==> src/rtl/hrlp_pkg.sv <==
// Package for the HTTP request line parser.
// Holds the phase type, character codes, tag codes, the result struct and digit fold.
// No dependencies.
package hrlp_pkg;

    localparam logic [7:0] CH_SP   = 8'd32;
    localparam logic [7:0] CH_CR   = 8'd13;
    localparam logic [7:0] CH_DOT  = 8'd46;
    localparam logic [7:0] CH_ZERO = 8'd48;
    localparam logic [3:0] DEC_BASE = 4'd10;
    localparam logic [7:0] ACC_MAX = 8'd255;

    localparam logic [1:0] TAG_NONE   = 2'd0;
    localparam logic [1:0] TAG_METHOD = 2'd1;
    localparam logic [1:0] TAG_URI    = 2'd2;

    localparam logic ST_PARSING = 1'b0;
    localparam logic ST_DONE    = 1'b1;

    typedef enum logic [16:0] {
        PH_M_FIRST      = 17'h00001,
        PH_M            = 17'h00002,
        PH_URI          = 17'h00004,
        PH_SKIP1        = 17'h00008,
        PH_SKIP2        = 17'h00010,
        PH_SKIP3        = 17'h00020,
        PH_SKIP4        = 17'h00040,
        PH_SKIP5        = 17'h00080,
        PH_MAJ_FIRST    = 17'h00100,
        PH_MAJ          = 17'h00200,
        PH_MIN_FIRST    = 17'h00400,
        PH_MIN          = 17'h00800,
        PH_LF_AFTER_VER = 17'h01000,
        PH_LINE_START   = 17'h02000,
        PH_HEADER       = 17'h04000,
        PH_LF_AFTER_HDR = 17'h08000,
        PH_DONE         = 17'h10000
    } hrlp_phase_t;

    typedef struct packed {
        logic       parse_status;
        logic [1:0] byte_tag;
        logic [7:0] out_byte;
        logic [7:0] major_version;
        logic [7:0] minor_version;
    } hrlp_result_t;

    function automatic logic [7:0] fold_digit(input logic [7:0] acc, input logic [7:0] b);
        logic [11:0] sum;
        logic [11:0] diff;
        logic [7:0]  res;
        sum  = 12'(acc) * 12'(DEC_BASE) + 12'(b);
        diff = sum - 12'(CH_ZERO);
        if (sum < 12'(CH_ZERO))
        begin
            res = 8'd0;
        end
        else if (diff > 12'(ACC_MAX))
        begin
            res = ACC_MAX;
        end
        else
        begin
            res = diff[7:0];
        end
        return res;
    endfunction

endpackage

==> src/rtl/hrlp_core.sv <==
// Parse state machine and version accumulators for the HTTP request line parser.
// Computes one result per byte and updates state on advance. Depends on hrlp_pkg.
module hrlp_core
    import hrlp_pkg::*;
(
    input  logic         clk,
    input  logic         rst_n,
    input  logic         advance,
    input  logic [7:0]   in_byte,
    output hrlp_result_t result
);

    hrlp_phase_t phase_reg;
    hrlp_phase_t phase_next;
    logic [7:0]  major_reg;
    logic [7:0]  major_next;
    logic [7:0]  minor_reg;
    logic [7:0]  minor_next;
    logic        status;
    logic [1:0]  tag;

    always_comb
    begin
        phase_next = phase_reg;
        major_next = major_reg;
        minor_next = minor_reg;
        status     = ST_PARSING;
        tag        = TAG_NONE;
        case (phase_reg)
            PH_M:
            begin
                if (in_byte == CH_SP)
                    phase_next = PH_URI;
                else
                    tag = TAG_METHOD;
            end
            PH_URI:
            begin
                if (in_byte == CH_SP)
                    phase_next = PH_SKIP1;
                else
                    tag = TAG_URI;
            end
            PH_SKIP1: phase_next = PH_SKIP2;
            PH_SKIP2: phase_next = PH_SKIP3;
            PH_SKIP3: phase_next = PH_SKIP4;
            PH_SKIP4: phase_next = PH_SKIP5;
            PH_SKIP5:
            begin
                major_next = 8'd0;
                minor_next = 8'd0;
                phase_next = PH_MAJ_FIRST;
            end
            PH_MAJ_FIRST:
            begin
                major_next = fold_digit(major_reg, in_byte);
                phase_next = PH_MAJ;
            end
            PH_MAJ:
            begin
                if (in_byte == CH_DOT)
                    phase_next = PH_MIN_FIRST;
                else
                    major_next = fold_digit(major_reg, in_byte);
            end
            PH_MIN_FIRST:
            begin
                minor_next = fold_digit(minor_reg, in_byte);
                phase_next = PH_MIN;
            end
            PH_MIN:
            begin
                if (in_byte == CH_CR)
                    phase_next = PH_LF_AFTER_VER;
                else
                    minor_next = fold_digit(minor_reg, in_byte);
            end
            PH_LF_AFTER_VER: phase_next = PH_LINE_START;
            PH_LINE_START:
            begin
                if (in_byte == CH_CR)
                    phase_next = PH_DONE;
                else
                    phase_next = PH_HEADER;
            end
            PH_HEADER:
            begin
                if (in_byte == CH_CR)
                    phase_next = PH_LF_AFTER_HDR;
            end
            PH_LF_AFTER_HDR: phase_next = PH_LINE_START;
            PH_DONE: status = ST_DONE;
            default:
            begin
                phase_next = PH_M;
                tag        = TAG_METHOD;
            end
        endcase
    end

    always_ff @(posedge clk or negedge rst_n)
    begin
        if (!rst_n)
        begin
            phase_reg <= PH_M_FIRST;
            major_reg <= 8'd0;
            minor_reg <= 8'd0;
        end
        else if (advance)
        begin
            phase_reg <= phase_next;
            major_reg <= major_next;
            minor_reg <= minor_next;
        end
    end

    assign result.parse_status  = status;
    assign result.byte_tag      = tag;
    assign result.out_byte      = in_byte;
    assign result.major_version = major_next;
    assign result.minor_version = minor_next;

endmodule

==> src/rtl/http_request_line_parser.sv <==
// HTTP request line parser: one byte in, one tagged result out per transfer.
// Path: an input byte is captured in the input register, then its result in the result register.
// Throughput: 1 byte per cycle while out_stall is low, set by the phase update in hrlp_core.
// Reset: asynchronous, active low; clears the valid flags of both stages and returns the parser
// to the first method byte with both version numbers at zero.
module http_request_line_parser
    import hrlp_pkg::*;
(
    input  logic       clk,
    input  logic       rst_n,
    input  logic       in_valid,
    output logic       in_stall,
    input  logic [7:0] in_byte,
    output logic       out_valid,
    input  logic       out_stall,
    output logic       parse_status,
    output logic [1:0] byte_tag,
    output logic [7:0] out_byte,
    output logic [7:0] major_version,
    output logic [7:0] minor_version
);

    logic         s1_valid_reg;
    logic         s1_valid_next;
    logic [7:0]   s1_byte_reg;
    logic         out_valid_reg;
    logic         out_valid_next;
    hrlp_result_t out_res_reg;
    hrlp_result_t step_res;
    logic         out_ready;
    logic         advance;
    logic         in_xfer;

    assign out_ready = !out_valid_reg || !out_stall;
    assign advance   = s1_valid_reg && out_ready;
    assign in_stall  = s1_valid_reg && !out_ready;
    assign in_xfer   = in_valid && !in_stall;

    hrlp_core u_core (
        .clk     (clk),
        .rst_n   (rst_n),
        .advance (advance),
        .in_byte (s1_byte_reg),
        .result  (step_res)
    );

    always_comb
    begin
        s1_valid_next = s1_valid_reg;
        if (in_xfer)
            s1_valid_next = 1'b1;
        else if (advance)
            s1_valid_next = 1'b0;
        out_valid_next = out_valid_reg;
        if (advance)
            out_valid_next = 1'b1;
        else if (out_valid_reg && !out_stall)
            out_valid_next = 1'b0;
    end

    always_ff @(posedge clk or negedge rst_n)
    begin
        if (!rst_n)
        begin
            s1_valid_reg  <= 1'b0;
            out_valid_reg <= 1'b0;
        end
        else
        begin
            s1_valid_reg  <= s1_valid_next;
            out_valid_reg <= out_valid_next;
        end
    end

    // hold payload unless a transfer moves it
    always_ff @(posedge clk)
    begin
        if (in_xfer)
            s1_byte_reg <= in_byte;
        if (advance)
            out_res_reg <= step_res;
    end

    assign out_valid     = out_valid_reg;
    assign parse_status  = out_res_reg.parse_status;
    assign byte_tag      = out_res_reg.byte_tag;
    assign out_byte      = out_res_reg.out_byte;
    assign major_version = out_res_reg.major_version;
    assign minor_version = out_res_reg.minor_version;

endmodule
==> config.mk <==
export PLATFORM = sky130hd
export DESIGN_NAME = http_request_line_parser
export DESIGN_NICKNAME = d
export VERILOG_FILES = /design/src/rtl/hrlp_pkg.sv /design/src/rtl/hrlp_core.sv /design/src/rtl/http_request_line_parser.sv
export SDC_FILE = /design/constraint.sdc
export NUM_CORES = 1
export LEC_CHECK = 0
export ABC_AREA = 0
export BUFFER_PORTS_ARGS = -buffer_cell sky130_fd_sc_hd__buf_2
export CORE_MARGIN = 10
export CORE_UTILIZATION = 30
export CTS_CLUSTER_SIZE = 8
export DETAILED_ROUTE_END_ITERATION = 10
export GPL_TIMING_DRIVEN = 0
export PLACE_DENSITY = 0.45
export SLEW_MARGIN = 0
export SYNTH_ARGS = -nofsm -noshare
export SYNTH_HDL_FRONTEND = slang
export SYNTH_HIERARCHICAL = 1
export SYNTH_SLANG_ARGS = --single-unit
export TNS_END_PERCENT = 1
==> constraint.sdc <==
create_clock -name clk -period 6.5 [get_ports clk]
set_input_delay 0.325 -clock clk [delete_from_list [all_inputs] [get_ports clk]]
set_output_delay 0.325 -clock clk [all_outputs]
set_load 0.01 [all_outputs]
==> results of run 1 <==
through the flow:
| step | utilization | worst slack [ns] |
|---|---|---|
| after floorplan | - | 2.455 |
| after detailed placement | 0.3329 | 2.032 |
| after global placement | 0.3312 | 0.9315 |
| after global routing | 0.3492 | 1.758 |
| after CTS | 0.3492 | 2.019 |
| final | 0.3492 | 2.014 |
cells in the mapped netlist (all sizes together) (10+ instances only):
cell / n
o21ai: 39
a21oi: 18
a21o: 13
nand3: 15
xnor2: 15
edfxtp: 35
inv: 25
nor2: 38
nor2b: 11
dfrtp: 34
ha: 42
nand2: 42
mux2: 11
nor4: 10
nor3: 12
nor3b: 11
buf: 15
power groups by stage:
stage	sequential [W]	combinational [W]	clock [W]
after floorplan	0.000568	0.000640	0
after global placement	0.000571	0.000845	0
after detailed placement	0.000571	0.000859	0
after CTS	0.000562	0.000864	0.000505
after global routing	0.000570	0.000960	0.000522
final	0.000561	0.000854	0.000488
worst paths after layout:
check / cells after the start / end / start / slack [ns]
worst max-delay path: 15 / major_version[0]$_DFFE_PP_ / u_core/major_reg[3]$_DFFE_PN0P_ / 2.01
worst min-delay path: 1 / u_core/phase_reg[4]$_DFFE_PN0P_ / rst_n / 0.10
worst max register to register: 15 / major_version[0]$_DFFE_PP_ / u_core/major_reg[3]$_DFFE_PN0P_ / 2.01
worst min register to register: 1 / u_core/phase_reg[0]$_DFFE_PN1P_ / u_core/phase_reg[0]$_DFFE_PN1P_ / 0.50
max in group asynchronous: 1 / u_core/minor_reg[1]$_DFFE_PN0P_ / rst_n / 5.85
min in group clk: 1 / s1_byte_reg[7]$_DFFE_PP_ / in_byte[7] / 0.16
layer usage:
metal	vias up	global-route usage
met3	13	0.02233
met5	-	0
li1	2197	-
met1	2110	0.1523
met4	0	0.04453
met2	60	0.1946
worst reg2reg max path: cells and delay by family, from the launching register on:
family | cells | cell delay, ns
AOI/OAI and AO/OA | 3 | 0.56
DFF | 1 | 0.46
adders and majority gates | 4 | 1.39
buffers and inverters | 4 | 0.49
and+or+nand+nor | 4 | 1.32
logic make-up after synthesis:
| family | Yosys count | share of synthesized area |
|---|---|---|
| buffers and inverters | 49 | 0.04626 |
| XOR/XNOR | 24 | 0.03848 |
| AO/OA/AOI/OAI | 150 | 0.1993 |
| multiplexers | 17 | 0.03779 |
| adder cells (fa/ha/maj) | 46 | 0.1109 |
| flip-flops | 70 | 0.3530 |
| AND/OR/NAND/NOR | 198 | 0.2144 |
cell type report:
cell class / instances / area (um2)
multi-input combinational: 435 / 3293
timing repair buffer: 41 / 220.2
buffer: 24 / 158.9
clock buffer: 12 / 246.5
clock inverter: 4 / 46.29
inverter: 25 / 93.84
tap: 229 / 286.5
sequential: 70 / 1928
fill: 1841 / 11690
==> flow_summary.toml, run 1 <==
[final_layout]
area_growth_pct = 14.84
antennaDiodeCount = 0
layout_common_cells = "buf_2 (43), nand2_1 (42), ha_1 (42), nor2_1 (38), edfxtp_1 (35)"
drive_gt1_frac = 0.1768
fin_cells = 840
final_common_cell = "buf_2"
layout.nets = 664
largest_reg_flops = 17
design_area_um2 = 6274

[timing]
finalSetupViolations = 0
fin_crit_sh = 0.6901
fin_crit_ns = 4.486
hold_viol = 0
fmax_mhz = 222.9
rsz0062_at_grt = "false"
clock_skew_ns = 0.008463
relSlewSlack = 0.4212
worstMarginPinSlew_ns = 0.8682
slew_violations = 0
hold_ws_ns = 0.1008
setup_tns_ns = 0

[setup_path]
cp_slowest_cell = "fa_1"
worstPathMaxFanout = 10
cp_num_buf_inv = 4
critPathCaptureType = "flop"
startpoint_type = "flop"
cp.arrival_ns = 4.55
crit_path_max_incr_delay_ns = 0.53
crit_family = "adder cells"
path_cells = "ha_1 -> ha_1 -> inv_1 -> fa_1 -> inv_1 -> ha_1 -> a21o_1 -> or3_1 -> and2_1 -> or3_1 -> or3_1 -> clkbuf_1 -> buf_6 -> a32oi_1 -> o21ai_1"
crit_type = "flop to flop"
cp.required_ns = 6.57

[pwr]
clkPwrFrac = 0.256
pwr-share-seq = 0.295
power_frac_comb = 0.449
p_sw_w = 0.0007409
leakagePower_nw = 2.721
p_per_area_nw_per_um2 = 303.3
intPower_w = 0.001162
switching_share = 0.3893
ir_drop_mv = 0.1424
total_power_w = 0.001903

[min_path]
hp-class = "input port to async pin"

[logic_synthesis]
ys.flop_type = "edfxtp_1"
synthArstFlopShare = 0.5000
ys_top_cells_by_area = "edfxtp_1 (19%), dfrtp_1 (16%), ha_1 (9.6%)"
avgSynthCellArea_um2 = 9.861
ys_types = 88
yosys_warnings = 6
yosys.area.top_type = "edfxtp_1"
netlist_area_um2 = 5463
postSynthCellCount = 554
ys_ff_latch = 70
yosysSeqAreaShare = 0.3530
synth_nets = 612
synth-edff-count = 35
synth_top_area_share = 0.1924

[flow_run]
cap_violations = 0

[global_routing]
grt_pass1_wl_um = 23160
grt_max_degree = 36
overflow = 0
grt_pass1_vias = 4415
grt.total_usage = 0.1190
antenna_found_initial = 0

[clock_network]
clk_pin_slew_ns = 0.06
clock_path_buffers = 2
cts_tree = "yes"
numCtsBuffers = 9
cts-root-buf = "clkbuf_16"
cts_sinks = 70
ctsResizeCount = 0
worst_skew_pair.late_latency_ns = 0.34
hold_buffers = 0
post-cts-setup-buffers = 0
h-tree-depth = 3

[drt]
routed_wl_um = 14000
first_pass_iters = 4
top_layer = "met4"
vias = 4380
routed-wl-met3_um = 437
drtIter0Drc = 211
ant_nets = 0
wl_met1_um = 6650
wl_met2_um = 6685
drt-vias-per-instance = 5.214
post-route-drc-count = 0
post_drt_wl_per_cell_um = 16.66

[run_status]
status = "finished, final reports clean"

[floorplanning]
rows = 49
start_util = 0.3041
core_area_um2 = 17960
fp.dieArea_um2 = 24010
dieWidth_um = 154.9
die_h_um = 154.9
io_pins = 41

[placement]
gp_congestion = 0.8080
hpwl_um = 10950
portBuffers = 40
place_area_um2 = 5981
placed_cells = 824
Note: power is estimated with default switching activity, not from simulation.
==> inputs of run 2 (changes only) <==
- PLACE_DENSITY: 0.45 -> 0.46
- clock period: 6.5 -> 4 ns (I/O delays scaled with it)
==> flow_summary.toml, run 2 (synthesis results as in run 1) <==
[setup_path]
critPathCaptureType = "flop"
cp_num_buf_inv = 2
cp.arrival_ns = 4.04
rr_worst_depth = 15
worstReg2RegStart = "u_core/major_reg[3]$_DFFE_PN0P_"
crit_cells = 15
crit_family = "compound AO/OA/AOI/OAI gates"
cp_slowest_cell = "dfrtp_2"
crit_type = "flop to flop"
rr_endpoint = "major_version[0]$_DFFE_PP_"
startpoint_type = "flop"
cp.required_ns = 4.08
path_cells = "buf_4 -> ha_1 -> ha_4 -> a21oi_4 -> xnor2_2 -> ha_2 -> a21o_1 -> a31oi_1 -> o31a_1 -> a41oi_2 -> a311o_1 -> or3_4 -> buf_6 -> a32oi_1 -> o21ai_1"
crit_path_max_incr_delay_ns = 0.44
worstPathMaxFanout = 10
startpoint = "u_core/major_reg[3]$_DFFE_PN0P_"
r2r_slack_ns = 0.03
crit_end = "major_version[0]$_DFFE_PP_"

[drt]
drt-vias-per-instance = 5.309
post_drt_wl_per_cell_um = 17.25
post-route-drc-count = 0
routed_wl_um = 14630
first_pass_iters = 5
ant_nets = 0
vias = 4502
drtIter0Drc = 255

[timing]
setup_tns_ns = 0
rsz0062_at_grt = "true"
fin_crit_ns = 3.967
fmax_mhz = 252.1
hold_viol = 32
relSlewSlack = 0.4044
worstMarginPinSlew_ns = 0.8934
hold_ws_ns = -0.01373
fin_crit_sh = 0.9919
clock_skew_ns = 0.01023
fin_ws_ns = 0.03259
slew_violations = 0
finalSetupViolations = 0

[placement]
portBuffers = 40
hpwl_um = 10980
gp_congestion = 0.8257
dpl_worst_slack_ns = -0.3900

[global_routing]
grt_pass1_wl_um = 23850
overflow = 0
grt_pass1_vias = 4547
antenna_found_initial = 0
grt_max_degree = 36
grt.total_usage = 0.1221

[clock_network]
cts_sinks = 70
h-tree-depth = 3
numCtsBuffers = 9
cts_tree = "yes"
clock_path_buffers = 2
worst_skew_pair.late_latency_ns = 0.35
clk_pin_slew_ns = 0.06
cts-root-buf = "clkbuf_16"

[floorplanning]
start_util = 0.3041
rows = 49
die_h_um = 154.9
fp.dieArea_um2 = 24010
core_area_um2 = 17960
dieWidth_um = 154.9
io_pins = 41

[final_layout]
drive_gt1_frac = 0.2746
largest_reg_flops = 17
layout.nets = 672
area_growth_pct = 23.13
antennaDiodeCount = 0
layout_common_cells = "buf_2 (42), nand2_1 (42), nor2_1 (36), edfxtp_1 (35), ha_1 (29)"

[pwr]
power_frac_comb = 0.490
switching_share = 0.3938
total_power_w = 0.003428
pwr-share-seq = 0.267
intPower_w = 0.002078
ir_drop_mv = 0.2261
p_sw_w = 0.001350
clkPwrFrac = 0.243
p_per_area_nw_per_um2 = 509.6
leakagePower_nw = 2.821

[flow_run]
cap_violations = 0

[run_status]
violations = "negative hold slack"
status = "finished with violations"

[min_path]
hp-class = "input port to async pin"
## run 2: cell types whose count changed in the layout (fill, tap and decap cells not counted), moves of 3 or more
cell      change
ha_1         -13
buf_4         +9
dfrtp_2       +8
xnor2_1       -4
ha_4          +9
ha_2          +4
clkbuf_1      -5
dfrtp_1       -8
nor3b_4       +4
xnor2_2       +4
nor3b_2       -3
## run 2: layout make-up
| cell class | count | area, um2 |
|---|---|---|
| clock inverter | 5 | 37.54 |
| fill | 1802 | 11240 |
| inverter | 25 | 93.84 |
| buffer | 22 | 158.9 |
| multi-input combinational | 435 | 3637 |
| timing repair buffer | 51 | 299.0 |
| clock buffer | 11 | 275.3 |
| tap | 229 | 286.5 |
| sequential | 70 | 1938 |
## run 2: timing repair
item | CTS | global route
resized for setup | 44 | 22
hold buffers | 0 | 0
setup buffers | 10 | 0
pin swaps | 9 | 5
setup endpoints to repair | 30 | 28
## run 2: worst min path at each step
stage | to | start | cells past startpoint
after floorplan | out_valid$_DFFE_PN0P_ | rst_n | 0
after global placement | u_core/phase_reg[4]$_DFFE_PN0P_ | rst_n | 1
after detailed placement | s1_byte_reg[5]$_DFFE_PP_ | in_byte[5] | 1
after CTS | u_core/phase_reg[16]$_DFFE_PN0P_ | rst_n | 1
after global routing | s1_byte_reg[6]$_DFFE_PP_ | in_byte[6] | 1
final | u_core/phase_reg[15]$_DFFE_PN0P_ | rst_n | 1
## run 2: power by group through the flow
stage	Combinational (W)	Clock (W)	Sequential [W]
final	0.00168	0.000832	0.000914
after global routing	0.00184	0.000892	0.000923
after CTS	0.00161	0.000861	0.000912
after detailed placement	0.00140	0	0.000927
after global placement	0.00138	0	0.000926
after floorplan	0.00105	0	0.000922
## run 2: routing by layer
| layer | track usage | vias up | wire length (um) |
|---|---|---|---|
| met4 | 0.04543 | 0 | 250 |
| met5 | 0 | - | 0 |
| met3 | 0.02288 | 15 | 423 |
| li1 | - | 2215 | - |
| met1 | 0.1557 | 2205 | 6908 |
| met2 | 0.2000 | 67 | 7046 |
## run 2: per-stage QoR
step | instance area (um2) | cells | utilization
2_1_floorplan | 5469 | 554 | -
3_3_place_gp | 5956 | 823 | 0.3315
3_5_place_dp | 5987 | 824 | 0.3333
4_1_cts | 6603 | 848 | 0.3676
5_1_grt | 6726 | 848 | 0.3745
6_report | 6726 | 848 | 0.3745
## run 2: worst reg2reg max path, stage by stage (launching register included)
cell and delay (ns):
dfrtp_2 0.44, buf_4 0.17, ha_1 0.33, ha_4 0.27
a21oi_4 0.16, xnor2_2 0.13, ha_2 0.31, a21o_1 0.16
a31oi_1 0.14, o31a_1 0.22, a41oi_2 0.12, a311o_1 0.35
or3_4 0.41, buf_6 0.15, a32oi_1 0.19, o21ai_1 0.14
==> inputs of run 3 (changes only) <==
- CORE_UTILIZATION: 30 -> 35
- GPL_TIMING_DRIVEN: 0 -> unset
- PLACE_DENSITY: 0.46 -> 0.52
==> flow_summary.toml, run 3 (synthesis results as in run 1) <==
[timing]
fin_crit_sh = 0.9690
rsz0062_at_grt = "true"
fin_crit_ns = 3.876
slew_violations = 0
fmax_mhz = 258.0
worstMarginPinSlew_ns = 0.9146
setup_tns_ns = 0
relSlewSlack = 0.3903
clock_skew_ns = 0.005668
hold_ws_ns = -0.01805
finalSetupViolations = 0
hold_viol = 12

[min_path]
hp-class = "input port to async pin"

[pwr]
p_per_area_nw_per_um2 = 506.3
leakagePower_nw = 2.848
ir_drop_mv = 0.4842

[floorplanning]
start_util = 0.3580
fp.dieArea_um2 = 21000
core_area_um2 = 15260
dieWidth_um = 144.9
die_h_um = 144.9
io_pins = 41
rows = 45

[final_layout]
final_common_cell = "buf_4"
antennaDiodeCount = 0
drive_gt1_frac = 0.2480
largest_reg_flops = 17
n_fill_cell = 1465
layout.nets = 682
fin_cells = 840
area_growth_pct = 19.74
layout_common_cells = "buf_4 (43), nand2_1 (42), buf_2 (40), nor2_1 (38), ha_1 (36)"

[setup_path]
cp.required_ns = 4.22
crit_path_max_incr_delay_ns = 0.45
critPathCaptureType = "flop"
cpMostUsedCell = "ha_1"
cp.arrival_ns = 4.09
worstPathMaxFanout = 7
rr_worst_depth = 15
startpoint_type = "flop"
crit_family = "compound AO/OA/AOI/OAI gates"
crit_cells = 15
cp_num_buf_inv = 1
crit_type = "flop to flop"
cp_slowest_cell = "or3_4"
path_cells = "ha_1 -> ha_1 -> a21o_1 -> a21oi_2 -> xnor2_2 -> ha_1 -> a21o_1 -> a31oi_1 -> o31a_1 -> a41oi_1 -> a311o_1 -> or3_4 -> buf_4 -> a41oi_1 -> o21ai_1"

[drt]
post-route-drc-count = 0
vias = 4623
routed_wl_um = 14490
drtIter0Drc = 244
ant_nets = 0
post_drt_wl_per_cell_um = 17.25
drt-vias-per-instance = 5.504
first_pass_iters = 5

[clock_network]
numCtsBuffers = 9
worst_skew_pair.late_latency_ns = 0.34
clk_pin_slew_ns = 0.06
cts_tree = "yes"
hold_buffers = 0
h-tree-depth = 3
cts-root-buf = "clkbuf_16"
cts_sinks = 70
clock_path_buffers = 2

[global_routing]
grt_max_degree = 47
grt.total_usage = 0.1347
antenna_found_initial = 0
grt_pass1_vias = 4396
overflow = 0
grt_pass1_wl_um = 23370

[placement]
gp_congestion = 0.8902
hpwl_um = 10980
placed_cells = 820
portBuffers = 40

[run_status]
status = "finished with violations"
violations = "negative hold slack"

[flow_run]
cap_violations = 0
==> run 3: cell types whose count changed in the layout (fill, tap and decap cells not counted), moves of 3 or more <==
cell and delta:
dfrtp_1 +8, buf_6 -4, ha_1 +7, ha_4 -4
nor3b_4 -3, buf_4 +25, dfrtp_2 -8, ha_2 -3
==> run 3: power breakdown <==
group	total, W	internal [W]	switching [W]	leakage (nW)
clock network	0.000727	0.000435	0.000292	0.131
registers	0.000902	0.000844	0.0000586	0.816
logic	0.00168	0.000742	0.000940	1.90
total	0.00331	0.00202	0.00129	2.85
==> run 3: what timing repair did <==
item                                    CTS  global route
pin swaps                                 0            12
endpoints found under the hold margin     0             0
endpoints found under the setup margin   11            23
buffers inserted                          0             4
gates resized for setup                   2            28
gates cloned                              0             0
==> run 3: final timing paths <==
path	endpoint	start	slack [ns]
worst max-delay path	u_core/major_reg[0]$_DFFE_PN0P_	u_core/major_reg[2]$_DFFE_PN0P_	0.12
worst max register to register	u_core/major_reg[0]$_DFFE_PN0P_	u_core/major_reg[2]$_DFFE_PN0P_	0.12
min in group clk	s1_byte_reg[7]$_DFFE_PP_	in_byte[7]	0.04
worst min register to register	u_core/phase_reg[0]$_DFFE_PN1P_	u_core/phase_reg[0]$_DFFE_PN1P_	0.50
worst min-delay path	u_core/phase_reg[13]$_DFFE_PN0P_	rst_n	-0.02
max in group asynchronous	u_core/major_reg[3]$_DFFE_PN0P_	rst_n	3.42
==> run 3: cell type report <==
| cell class | instances | area [um2] | area share |
|---|---|---|---|
| Clock inverter | 2 | 10.01 | 0.001530 |
| Multi-Input combinational cell | 435 | 3468 | 0.5302 |
| Timing Repair Buffer | 83 | 523.0 | 0.07995 |
| Tap cell | 211 | 264.0 | 0.04036 |
| Inverter | 25 | 93.84 | 0.01435 |
| Sequential cell | 70 | 1928 | 0.2948 |
| Clock buffer | 14 | 254.0 | 0.03883 |
==> run 3: through the flow <==
step | power, W | setup slack [ns] | hold slack (ns) | area, um2 | utilization
CTS | 0.003224 | 0.0009628 | 0.02387 | 6359 | 0.4167
floorplan | 0.001972 | -0.008282 | -0.09559 | 5469 | -
finish | 0.003312 | 0.1239 | -0.01805 | 6541 | 0.4287
global placement | 0.002439 | 0.01836 | 0.3768 | 6077 | 0.3983
global route | 0.003543 | -0.06937 | 0.02125 | 6541 | 0.4287
detailed placement | 0.002467 | -0.07470 | 0.3795 | 6077 | 0.3983
==> run 3: layer usage <==
layer	track usage	share of wire	vias to the layer above
met1	0.1769	0.47	2241
met2	0.2109	0.47	122
met5	0	0	-
met4	0.05158	0.022	0
li1	-	-	2235
met3	0.02949	0.040	25
